File: config.mk
export PLATFORM = sky130hd
export DESIGN_NAME = rational_arithmetic_unit
export DESIGN_NICKNAME = d
export VERILOG_FILES = /design/src/design/rau_pkg.sv /design/src/design/rau_div.sv /design/src/design/rational_arithmetic_unit.sv
export VERILOG_INCLUDE_DIRS = /design/src /design/src/design
export SDC_FILE = /design/constraint.sdc
export NUM_CORES = 2
export LEC_CHECK = 0
export BUFFER_PORTS_ARGS = -buffer_cell sky130_fd_sc_hd__buf_2
export CAP_MARGIN = 15
export CORE_MARGIN = 4
export CORE_UTILIZATION = 35
export DETAILED_ROUTE_END_ITERATION = 7
export GPL_TIMING_DRIVEN = 0
export PLACE_DENSITY = 0.55
export SLEW_MARGIN = 20
export SYNTH_ARGS = -nofsm -noshare
export SYNTH_HDL_FRONTEND = slang
export SYNTH_SLANG_ARGS = --single-unit
File: constraint.sdc
create_clock -name clk -period 9.45 [get_ports clk]
set_input_delay 1.89 -clock clk [delete_from_list [all_inputs] [get_ports clk]]
set_output_delay 1.89 -clock clk [all_outputs]
set_load 0.01 [all_outputs]
File: src/design/rational_arithmetic_unit_defines.svh
// assertion macros for the rational arithmetic unit
// no dependencies; included by the top level
`ifndef RATIONAL_ARITHMETIC_UNIT_DEFINES_SVH
`define RATIONAL_ARITHMETIC_UNIT_DEFINES_SVH
`ifndef SYNTHESIS
`define RAU_ASSERT_IMPL(label, clk, rst_n, ante, cons) \
	label: assert property (@(posedge clk) disable iff (!rst_n) (ante) |-> (cons)) \
		else $error("rau check failed");
`define RAU_ASSERT_NEXT(label, clk, rst_n, ante, cons) \
	label: assert property (@(posedge clk) disable iff (!rst_n) (ante) |=> (cons)) \
		else $error("rau check failed");
`else
`define RAU_ASSERT_IMPL(label, clk, rst_n, ante, cons)
`define RAU_ASSERT_NEXT(label, clk, rst_n, ante, cons)
`endif
`endif

File: src/design/rau_pkg.sv
// shared codes for the rational arithmetic unit
// no dependencies
package rau_pkg;
	localparam logic [1:0] OP_ADD = 2'd0;
	localparam logic [1:0] OP_SUB = 2'd1;
	localparam logic [1:0] OP_MUL = 2'd2;
	localparam logic [1:0] OP_DIV = 2'd3;

	localparam logic [1:0] ERR_NONE     = 2'd0;
	localparam logic [1:0] ERR_ZERO_DEN = 2'd1;
	localparam logic [1:0] ERR_DIV_ZERO = 2'd2;

	typedef enum logic [9:0] {
		S_IDLE  = 10'b0000000001,
		S_GCD   = 10'b0000000010,
		S_GCD_W = 10'b0000000100,
		S_DA    = 10'b0000001000,
		S_DB    = 10'b0000010000,
		S_MUL   = 10'b0000100000,
		S_FIX   = 10'b0001000000,
		S_DP    = 10'b0010000000,
		S_DQ    = 10'b0100000000,
		S_OUT   = 10'b1000000000
	} state_t;
endpackage

File: src/design/rau_div.sv
// restoring unsigned divider, one quotient bit per cycle
// standalone; instantiated by the top level
module rau_div #(
	parameter int W = 32
) (
	input  logic         clk,
	input  logic         arst_n,
	input  logic         start,
	input  logic [W-1:0] dividend,
	input  logic [W-1:0] divisor,
	output logic         done,
	output logic [W-1:0] quot,
	output logic [W-1:0] rem
);
	localparam int CW = $clog2(W);

	logic [W-1:0]  quot_q, rem_q, dvs_q;
	logic [CW-1:0] cnt_q;
	logic          run_q, done_q;
	logic [W:0]    sh;
	logic          fits;

	assign sh   = {rem_q, quot_q[W-1]};
	assign fits = sh >= {1'b0, dvs_q};

	always_ff @(posedge clk or negedge arst_n) begin
		if (!arst_n) begin
			run_q  <= 1'b0;
			done_q <= 1'b0;
			cnt_q  <= '0;
		end else begin
			done_q <= 1'b0;
			if (start) begin
				run_q <= 1'b1;
				cnt_q <= CW'(W - 1);
			end else if (run_q) begin
				cnt_q <= cnt_q - 1'b1;
				if (cnt_q == '0) begin
					run_q  <= 1'b0;
					done_q <= 1'b1;
				end
			end
		end
	end

	always_ff @(posedge clk) begin
		if (start) begin
			quot_q <= dividend;
			rem_q  <= '0;
			dvs_q  <= divisor;
		end else if (run_q) begin
			if (fits) begin
				rem_q  <= W'(sh - {1'b0, dvs_q});
				quot_q <= {quot_q[W-2:0], 1'b1};
			end else begin
				rem_q  <= sh[W-1:0];
				quot_q <= {quot_q[W-2:0], 1'b0};
			end
		end
	end

	assign done = done_q;
	assign quot = quot_q;
	assign rem  = rem_q;
endmodule

File: src/design/rational_arithmetic_unit.sv
// rational arithmetic unit: run time grows with the number of divider passes;
// the gcd loops dominate, and a zero numerator product skips the reduction pass
// an error item strobes in the cycle right after acceptance; one item at a time
// for a non-error item busy stays high until the result strobe; the receiver cannot stall
// arst_n clears the sequencer, strobe and busy; data registers are not reset
// depends on rau_pkg, rau_div and rational_arithmetic_unit_defines.svh
`include "rational_arithmetic_unit_defines.svh"
module rational_arithmetic_unit #(
	parameter int OPERAND_BITS = 16
) (
	input  logic                    clk,
	input  logic                    arst_n,
	input  logic                    start,
	output logic                    busy,
	input  logic [1:0]              op,
	input  logic [OPERAND_BITS-1:0] num_a,
	input  logic [OPERAND_BITS-2:0] den_a,
	input  logic [OPERAND_BITS-1:0] num_b,
	input  logic [OPERAND_BITS-2:0] den_b,
	output logic                    res_valid,
	output logic [31:0]             res_num,
	output logic [30:0]             res_den,
	output logic                    is_whole,
	output logic [1:0]              error_code
);
	localparam int N  = OPERAND_BITS;
	localparam int DW = 2 * N;   // raw results fit here, signed or magnitude

	rau_pkg::state_t state_q;

	// latched operands
	logic [1:0]          op_q;
	logic signed [N-1:0] pa_q, pb_q;
	logic [N-2:0]        qa_q, qb_q;

	// gcd working pair, reduced denominators, raw result
	logic [DW-1:0]        ga_q, gb_q, t1_q, t2_q;
	logic signed [DW-1:0] p_q, q_q, mul_q;
	logic                 red_q;     // second gcd pass (result reduction)
	logic [1:0]           mstep_q;

	logic        strobe_q, whole_q;
	logic [31:0] num_q;
	logic [30:0] den_q;
	logic [1:0]  err_q;

	// divider hookup
	logic          div_start, div_done;
	logic [DW-1:0] div_dvd, div_dvs, div_quot, div_rem;

	rau_div #(.W(DW)) u_div (
		.clk      (clk),
		.arst_n   (arst_n),
		.start    (div_start),
		.dividend (div_dvd),
		.divisor  (div_dvs),
		.done     (div_done),
		.quot     (div_quot),
		.rem      (div_rem)
	);

	logic [DW-1:0] p_mag;
	assign p_mag = p_q[DW-1] ? DW'(-p_q) : DW'(p_q);

	// divider operand select per sequencer step
	always_comb begin
		div_start = 1'b0;
		div_dvd   = '0;
		div_dvs   = '0;
		case (state_q)
			rau_pkg::S_GCD: begin
				if (gb_q != '0) begin
					div_start = 1'b1;
					div_dvd   = ga_q;
					div_dvs   = gb_q;
				end else if (!red_q) begin
					// lcm factor qa/g
					div_start = 1'b1;
					div_dvd   = DW'(qa_q);
					div_dvs   = ga_q;
				end else if (ga_q > DW'(1)) begin
					div_start = 1'b1;
					div_dvd   = p_mag;
					div_dvs   = ga_q;
				end
			end
			rau_pkg::S_DA: begin
				div_start = div_done;
				div_dvd   = DW'(qb_q);
				div_dvs   = ga_q;
			end
			rau_pkg::S_DP: begin
				div_start = div_done;
				div_dvd   = DW'(q_q);
				div_dvs   = ga_q;
			end
			default: begin
			end
		endcase
	end

	// shared multiplier, operands one bit wider than the numerators
	logic signed [N:0]     mul_a, mul_b;
	logic signed [2*N+1:0] prod;
	logic                  is_addsub;

	assign is_addsub = op_q inside {rau_pkg::OP_ADD, rau_pkg::OP_SUB};

	always_comb begin
		mul_a = '0;
		mul_b = '0;
		case (mstep_q)
			2'd0: begin
				if (is_addsub) begin
					mul_a = $signed({1'b0, t1_q[N-1:0]});
					mul_b = $signed({2'b00, qb_q});
				end else if (op_q == rau_pkg::OP_MUL) begin
					mul_a = $signed({pa_q[N-1], pa_q});
					mul_b = $signed({pb_q[N-1], pb_q});
				end else begin
					mul_a = $signed({pa_q[N-1], pa_q});
					mul_b = $signed({2'b00, qb_q});
				end
			end
			2'd1: begin
				if (is_addsub) begin
					mul_a = $signed({1'b0, t2_q[N-1:0]});
					mul_b = $signed({pa_q[N-1], pa_q});
				end else begin
					mul_a = $signed({2'b00, qa_q});
					mul_b = (op_q == rau_pkg::OP_MUL) ? $signed({2'b00, qb_q})
					                                  : $signed({pb_q[N-1], pb_q});
				end
			end
			2'd2: begin
				mul_a = $signed({1'b0, t1_q[N-1:0]});
				mul_b = $signed({pb_q[N-1], pb_q});
			end
			default: begin
			end
		endcase
	end

	assign prod = mul_a * mul_b;

	// divide with a negative denominator moves the sign up
	logic                 flip;
	logic signed [DW-1:0] p_fix, q_fix;
	assign flip  = (op_q == rau_pkg::OP_DIV) && q_q[DW-1];
	assign p_fix = flip ? -p_q : p_q;
	assign q_fix = flip ? -q_q : q_q;

	logic [63:0] p_wide, q_wide;
	assign p_wide = 64'(p_q);
	assign q_wide = 64'(q_q);

	always_ff @(posedge clk or negedge arst_n) begin
		if (!arst_n) begin
			state_q  <= rau_pkg::S_IDLE;
			strobe_q <= 1'b0;
			red_q    <= 1'b0;
			mstep_q  <= '0;
		end else begin
			strobe_q <= 1'b0;
			case (state_q)
				rau_pkg::S_IDLE: begin
					if (start) begin
						red_q <= 1'b0;
						if (den_a == '0 || den_b == '0) begin
							strobe_q <= 1'b1;
						end else if (op == rau_pkg::OP_DIV && num_b == '0) begin
							strobe_q <= 1'b1;
						end else if (op inside {rau_pkg::OP_ADD, rau_pkg::OP_SUB}) begin
							state_q <= rau_pkg::S_GCD;
						end else begin
							mstep_q <= '0;
							state_q <= rau_pkg::S_MUL;
						end
					end
				end
				rau_pkg::S_GCD: begin
					if (gb_q != '0) begin
						state_q <= rau_pkg::S_GCD_W;
					end else if (!red_q) begin
						state_q <= rau_pkg::S_DA;
					end else if (ga_q > DW'(1)) begin
						state_q <= rau_pkg::S_DP;
					end else begin
						state_q <= rau_pkg::S_OUT;
					end
				end
				rau_pkg::S_GCD_W: begin
					if (div_done) state_q <= rau_pkg::S_GCD;
				end
				rau_pkg::S_DA: begin
					if (div_done) state_q <= rau_pkg::S_DB;
				end
				rau_pkg::S_DB: begin
					if (div_done) begin
						mstep_q <= '0;
						state_q <= rau_pkg::S_MUL;
					end
				end
				rau_pkg::S_MUL: begin
					mstep_q <= mstep_q + 1'b1;
					if (mstep_q == 2'd3) state_q <= rau_pkg::S_FIX;
				end
				rau_pkg::S_FIX: begin
					if (p_fix == '0) begin
						state_q <= rau_pkg::S_OUT;
					end else begin
						red_q   <= 1'b1;
						state_q <= rau_pkg::S_GCD;
					end
				end
				rau_pkg::S_DP: begin
					if (div_done) state_q <= rau_pkg::S_DQ;
				end
				rau_pkg::S_DQ: begin
					if (div_done) state_q <= rau_pkg::S_OUT;
				end
				rau_pkg::S_OUT: begin
					strobe_q <= 1'b1;
					state_q  <= rau_pkg::S_IDLE;
				end
				default: begin
					state_q <= rau_pkg::S_IDLE;
				end
			endcase
		end
	end

	// datapath registers
	always_ff @(posedge clk) begin
		mul_q <= prod[DW-1:0];
		case (state_q)
			rau_pkg::S_IDLE: begin
				op_q <= op;
				pa_q <= num_a;
				pb_q <= num_b;
				qa_q <= den_a;
				qb_q <= den_b;
				ga_q <= DW'(den_a);
				gb_q <= DW'(den_b);
				num_q <= '0;
				den_q <= '0;
				whole_q <= 1'b0;
				if (den_a == '0 || den_b == '0) begin
					err_q <= rau_pkg::ERR_ZERO_DEN;
				end else if (op == rau_pkg::OP_DIV && num_b == '0) begin
					err_q <= rau_pkg::ERR_DIV_ZERO;
				end else begin
					err_q <= rau_pkg::ERR_NONE;
				end
			end
			rau_pkg::S_GCD_W: begin
				if (div_done) begin
					ga_q <= gb_q;
					gb_q <= div_rem;
				end
			end
			rau_pkg::S_DA: begin
				if (div_done) t1_q <= div_quot;
			end
			rau_pkg::S_DB: begin
				if (div_done) t2_q <= div_quot;
			end
			rau_pkg::S_MUL: begin
				case (mstep_q)
					2'd1: begin
						if (is_addsub) q_q <= mul_q;
						else p_q <= mul_q;
					end
					2'd2: begin
						if (is_addsub) p_q <= mul_q;
						else q_q <= mul_q;
					end
					2'd3: begin
						if (is_addsub) begin
							p_q <= (op_q == rau_pkg::OP_ADD) ? p_q + mul_q : p_q - mul_q;
						end
					end
					default: begin
					end
				endcase
			end
			rau_pkg::S_FIX: begin
				p_q  <= p_fix;
				q_q  <= q_fix;
				ga_q <= p_fix[DW-1] ? DW'(-p_fix) : DW'(p_fix);
				gb_q <= DW'(q_fix);
			end
			rau_pkg::S_DP: begin
				if (div_done) p_q <= p_q[DW-1] ? -$signed(div_quot) : $signed(div_quot);
			end
			rau_pkg::S_DQ: begin
				if (div_done) q_q <= $signed(div_quot);
			end
			rau_pkg::S_OUT: begin
				num_q   <= p_wide[31:0];
				den_q   <= q_wide[30:0];
				whole_q <= q_q == DW'(1);
			end
			default: begin
			end
		endcase
	end

	assign busy       = state_q != rau_pkg::S_IDLE;
	assign res_valid  = strobe_q;
	assign res_num    = num_q;
	assign res_den    = den_q;
	assign is_whole   = whole_q;
	assign error_code = err_q;

	// a result only shows once the sequencer is back at rest
	`RAU_ASSERT_IMPL(a_strobe_idle, clk, arst_n, res_valid, !busy)
	// error results carry no fraction
	`RAU_ASSERT_IMPL(a_err_clear, clk, arst_n, res_valid && error_code != rau_pkg::ERR_NONE, res_num == '0 && res_den == '0 && !is_whole)
	// an accepted item either starts work or answers at once
	`RAU_ASSERT_NEXT(a_accept, clk, arst_n, start && !busy, busy || res_valid)
endmodule
# Word level (Yosys, flattened, before mapping)
# Cells that the tools add are included.
# totals
regBits	439
output_inout_bits	68
# classes
add_sub_neg	9
multipliers	1
order_cmp	2
n_eq_ne	38
muxes	83
n_reduce_logical	30
# op_table
cell	n
$mux W32	22
$pmux W32 S3	6
$pmux W32 S2	3
$mux W10	13
$neg A32 Y32	4
$pmux W17 S3	2
$pmux W10 S9	1
$mux W17	5
$sub A32 B32 Y32	2
$pmux W31 S2	1
$ge A33 B32 Y1	1
$add A32 B32 Y32	1
$eq A32 B2 Y1 const B	1
$gt A32 B1 Y1 const B	1
$logic_not A32 Y1	1
$mul A17 B17 Y32	1
$reduce_bool A32 Y1	1
$logic_not A15 Y1	2
$logic_not A16 Y1	1
$mux W16	1
$mux W1	15
$ne A3 B3 Y1 const B	5
$mux W2	6
$ne A2 B2 Y1 const B	6
other kinds (34)	61

# Longest topological paths before layout
# depth
depth_word	7
ltp_mapped	32
ltp_nobuf	29

# By module
# A second synthesis with hierarchy kept.
# unflattened
cells_unflattened	3850
area_unflattened_um2	36983.0
# modules_own_cells
module	n_inst	cells_each	area_each_um2	seq_area_each_um2
rational_arithmetic_unit	1	3264	31062.3	9700.6
rau_div	1	586	5920.7	2737.6

# Worst setup path after synthesis
# No wires, ideal clock.
# synth_path
path_kind	register -> register
startpoint	register op_q[1]
endpoint	register mul_q[30]
arrival_time_ns	7.386
required_time_ns	9.371
setup_slack_ns	1.985
stages_incl_launch_ff	30
path_buffers	4
cell_sequence	edfxtp_1 clkbuf_1 buf_1 buf_1 a21oi_1 a222oi_1 clkbuf_1 nor2_1 fa_1 inv_1 fa_1 inv_1 fa_1 inv_1 fa_1 inv_1 fa_1 inv_1 fa_1 inv_1 ha_1 nand3_1 nor2_1 o211ai_1 a221oi_1 o21ai_0 nand2_1 nor4_1 or4_1 o211ai_1
# synth_between
elab_chain_len	5
# synth_lines
element	line_no	source
start: declaration	rational_arithmetic_unit.sv:32	logic [1:0] op_q;
start signal: assignment	rational_arithmetic_unit.sv:238	op_q <= op;
$eq A2 B1 Y1, or another cell as far along	rational_arithmetic_unit.sv:107	assign is_addsub = op_q inside {rau_pkg::OP_ADD, rau_pkg::OP_SUB};
$reduce_bool A2 Y1, or another cell as far along	rational_arithmetic_unit.sv:107	
$mux W16, or another cell as far along	rational_arithmetic_unit.sv:126	if (is_addsub) begin
$pmux W17 S3	rational_arithmetic_unit.sv:112	case (mstep_q)
$mul A17 B17 Y32 (*)	rational_arithmetic_unit.sv:144	assign prod = mul_a * mul_b;
named net prod[30]	rational_arithmetic_unit.sv:104	logic signed [2*N+1:0] prod;
end signal: assignment	rational_arithmetic_unit.sv:235	mul_q <= prod[DW-1:0];
end: declaration	rational_arithmetic_unit.sv:38	logic signed [DW-1:0] p_q, q_q, mul_q;
# The timed path passes the listed nets; every way through them passes the cells marked *.
# A chain may end at the register's enable or synchronous reset.

# Worst setup path after layout
# layout_path
startpoint	register mstep_q[0]
endpoint	register mul_q[31]
# layout_between
elab_chain_len	3
# layout_lines
element	line_no	source
start: declaration	rational_arithmetic_unit.sv:40	logic [1:0] mstep_q;
start signal: assignment	rational_arithmetic_unit.sv:205	mstep_q <= mstep_q + 1'b1;
$eq A2 B2 Y1, or another cell as far along	rational_arithmetic_unit.sv:112	
$pmux W17 S3	rational_arithmetic_unit.sv:112	
$mul A17 B17 Y32 (*)	rational_arithmetic_unit.sv:144	
named net prod[31]	rational_arithmetic_unit.sv:104	
# Marks and branches as above.

==> flow_summary.toml <==
[global_routing]
grtUsageMet2_pct = 41.9
met1_usage_pct = 32.5
grt_pass1_wl_mm = 207
top_usage_layer = "met2"
grt_max_degree = 41
antenna_found_initial = 3
grt_use_met3_pct = 3.50
grt_pass1_vias = 30360
grt_usage_pct = 25.1
globalRouteOverflowTotal = 0

[floorplan]
dieArea_mm2 = 0.111
start_util_pct = 35.5
fp-row-count = 118
core_area_mm2 = 0.104
io_pins = 135
dieHeight_um = 333
fp.dieW_um = 333

[timing]
min_period_ps = 8960
report.final.slew_viol_count = 0
setup_slack_ps = 492
rsz0062_at_grt = "false"
slew-limit-headroom_pct = 15.0
setup_viol = 0
max_freq_mhz = 112
hold_viol_final = 0
setup_tns_ps = 0
finClkSkew_ps = 58.9
whs_ps = 525
tightest_slew_ps = 1270
period_share_pct = 94.8

[clock_network]
clock_sinks = 439
clock_path_buffers = 3
cts-root-buf = "clkbuf_16"
cts_tree = "built"
clkLatencyLatePin_ps = 650
hold_buffers = 0
path_clk_slew_ps = 60
htreeDepth = 2
cts_buffers = 52

[synth]
synth-seq-cells = 439
synth.most_common_cell = "inv_1"
syn_area_per_cell_um2 = 9.62
synth_top_cells_by_count = "inv_1, nor2_1, edfxtp_1"
yosysWarnings = 0
synth_cell_types = 82
synth_top_area_share_pct = 28.8
synth_ff_type = "edfxtp_1"
seq_area_frac_synth_pct = 33.7
syn_inst = 3836
synth.area.top_cells = "edfxtp_1, fa_1, ha_1"
ys_async_sr_fraction_pct = 4.78
syn_nets = 4345
synth_edf_count = 354
yosysTopAreaCell = "edfxtp_1"
synth.cell_area_mm2 = 0.0369

[setup_path]
cp_max_fo = 13
crit_slowest_cell = "fa_1"
cp.required_ps = 9930
start_kind = "flip-flop"
crit_arrival_ps = 9440
path_buf_inv = 11
slowest_delay_ps = 680
crit_type = "flip-flop to flip-flop"
reg2reg_slack_ps = 490
cpLargestDelayFamily = "adder cells"
cp-end-kind = "flip-flop"

[layout]
nNetsFinal = 4563
postLayoutCellArea_mm2 = 0.0415
fill_cells = 10460
syn2layout_area_growth_pct = 12.5
final_layout_size_suffix_gt1_share_pct = 9.13

[placement]
dpl_cell_area_mm2 = 0.0397
port_buffers = 134
gp_congestion = 1.02
dpl.hpwl_mm = 116
post-place-ws_ps = -486

[drt]
wl_per_cell_um = 26.2
drc = 0
drtIter0Drc = 3722
vias_per_cell = 5.71
drtAntennaViolNets = 0
drtPass1Iterations = 7
via_count = 31310
wl_mm = 143

[flow_run]
maxCapViolCount = 0

[min_path]
hp-class = "flip-flop to flip-flop"

[outcome]
outcome = "finished clean"
## worst register-to-register path: cells and delay by family (launching register included)
| kind | cells | cell delay (ps) |
|---|---|---|
| AO/OA/AOI/OAI | 6 | 1500 |
| XOR/XNOR | 1 | 350 |
| adder cells (fa/ha/maj) | 8 | 4030 |
| buffers and inverters | 11 | 2110 |
| flip-flops | 1 | 440 |
| AND/OR/NAND/NOR | 2 | 330 |
## sequential cells by signal, indices dropped and copies added, names as in the netlist, 15 cells and up
name         cells
ga_q            32
gb_q            32
mul_q           32
p_q             32
pa_q            16
pb_q            16
q_q             32
qa_q            15
qb_q            15
res_den         31
res_num         32
t1_q            16
t2_q            16
u_div.dvs_q     32
u_div.quot      32
u_div.rem       32
## layer usage
metal	routed length, µm	up-vias
li1	-	13936
met1	57000	15658
met2	67900	1419
met3	11000	297
met4	7470	0
met5	0	-
## through the flow
stage | std cells | util [%]
after global placement | 5350 | 37.8
after detailed placement | 5370 | 38.1
after floorplan | 3836 | -
final | 5480 | 39.9
after global routing | 5476 | 39.9
after CTS | 5473 | 39.8
## repair_timing
action,in CTS,in global routing
endpoints found under the setup margin,7,6
buffers inserted,9,11
pin swaps,5,5
gates resized for setup,4,37
## path summary, 6_finish.rpt
kind,startpoint,cells past startpoint,endpoint
max in group asynchronous,arst_n,1,state_q[9]
min in group asynchronous,arst_n,1,u_div.cnt_q[3]
hold reg to reg,u_div.rem[18],2,u_div.rem[18]
setup reg to reg,mstep_q[0],28,mul_q[31]
setup / recovery,mstep_q[0],28,mul_q[31]
hold / removal,u_div.rem[18],2,u_div.rem[18]
## cell type report
| class | instances | area, µm² | share of cell area [%] |
|---|---|---|---|
| multi-input combinational | 2784 | 22200 | 53.6 |
| buffer | 197 | 778 | 1.87 |
| tap | 1380 | 1730 | 4.16 |
| inverter | 406 | 1530 | 3.68 |
| clock inverter | 29 | 340 | 0.819 |
| clock buffer | 67 | 1360 | 3.27 |
| antenna | 4 | 10.0 | 0.0241 |
| sequential | 439 | 12400 | 29.9 |
| timing repair buffer | 174 | 1110 | 2.67 |
## cell families (layout without fill, tap and decap cells)
| logic type | Yosys count | after routing | share of synthesized area [%] |
|---|---|---|---|
| flip-flops | 439 | 439 | 33.7 |
| multiplexers | 84 | 84 | 2.36 |
| AO/OA/AOI/OAI | 864 | 864 | 16.1 |
| XOR/XNOR | 258 | 258 | 6.12 |
| buffers and inverters | 613 | 873 | 6.25 |
| adder cells (fa/ha/maj) | 442 | 442 | 20.8 |
| AND/OR/NAND/NOR | 1136 | 1136 | 14.8 |
| other | 0 | 4 | 0 |
## placed cells by master, fill, tap and decap left out, drive strengths merged, types with 34 or more instances in the layout
cell type,Yosys,final
a21o,36,36
inv,405,404
o211ai,35,35
nand2,284,284
and2,86,86
xnor2,155,155
xor2,103,103
fa,284,284
or3,35,35
o21ai,171,171
mux2i,59,59
clkbuf,182,246
buf,25,191
edfxtp,354,354
a22oi,44,44
o31ai,34,34
nand2b,42,42
dfxtp,64,64
nor4,38,38
a21oi,210,210
a221o,51,51
nor3,60,60
ha,158,158
nand3,40,40
a222oi,34,34
nor2,390,390
a22o,37,37
Power is left out: the tool's default activity adds up to more than one toggle a clock period on the data nets, which glitch-free logic cannot reach.
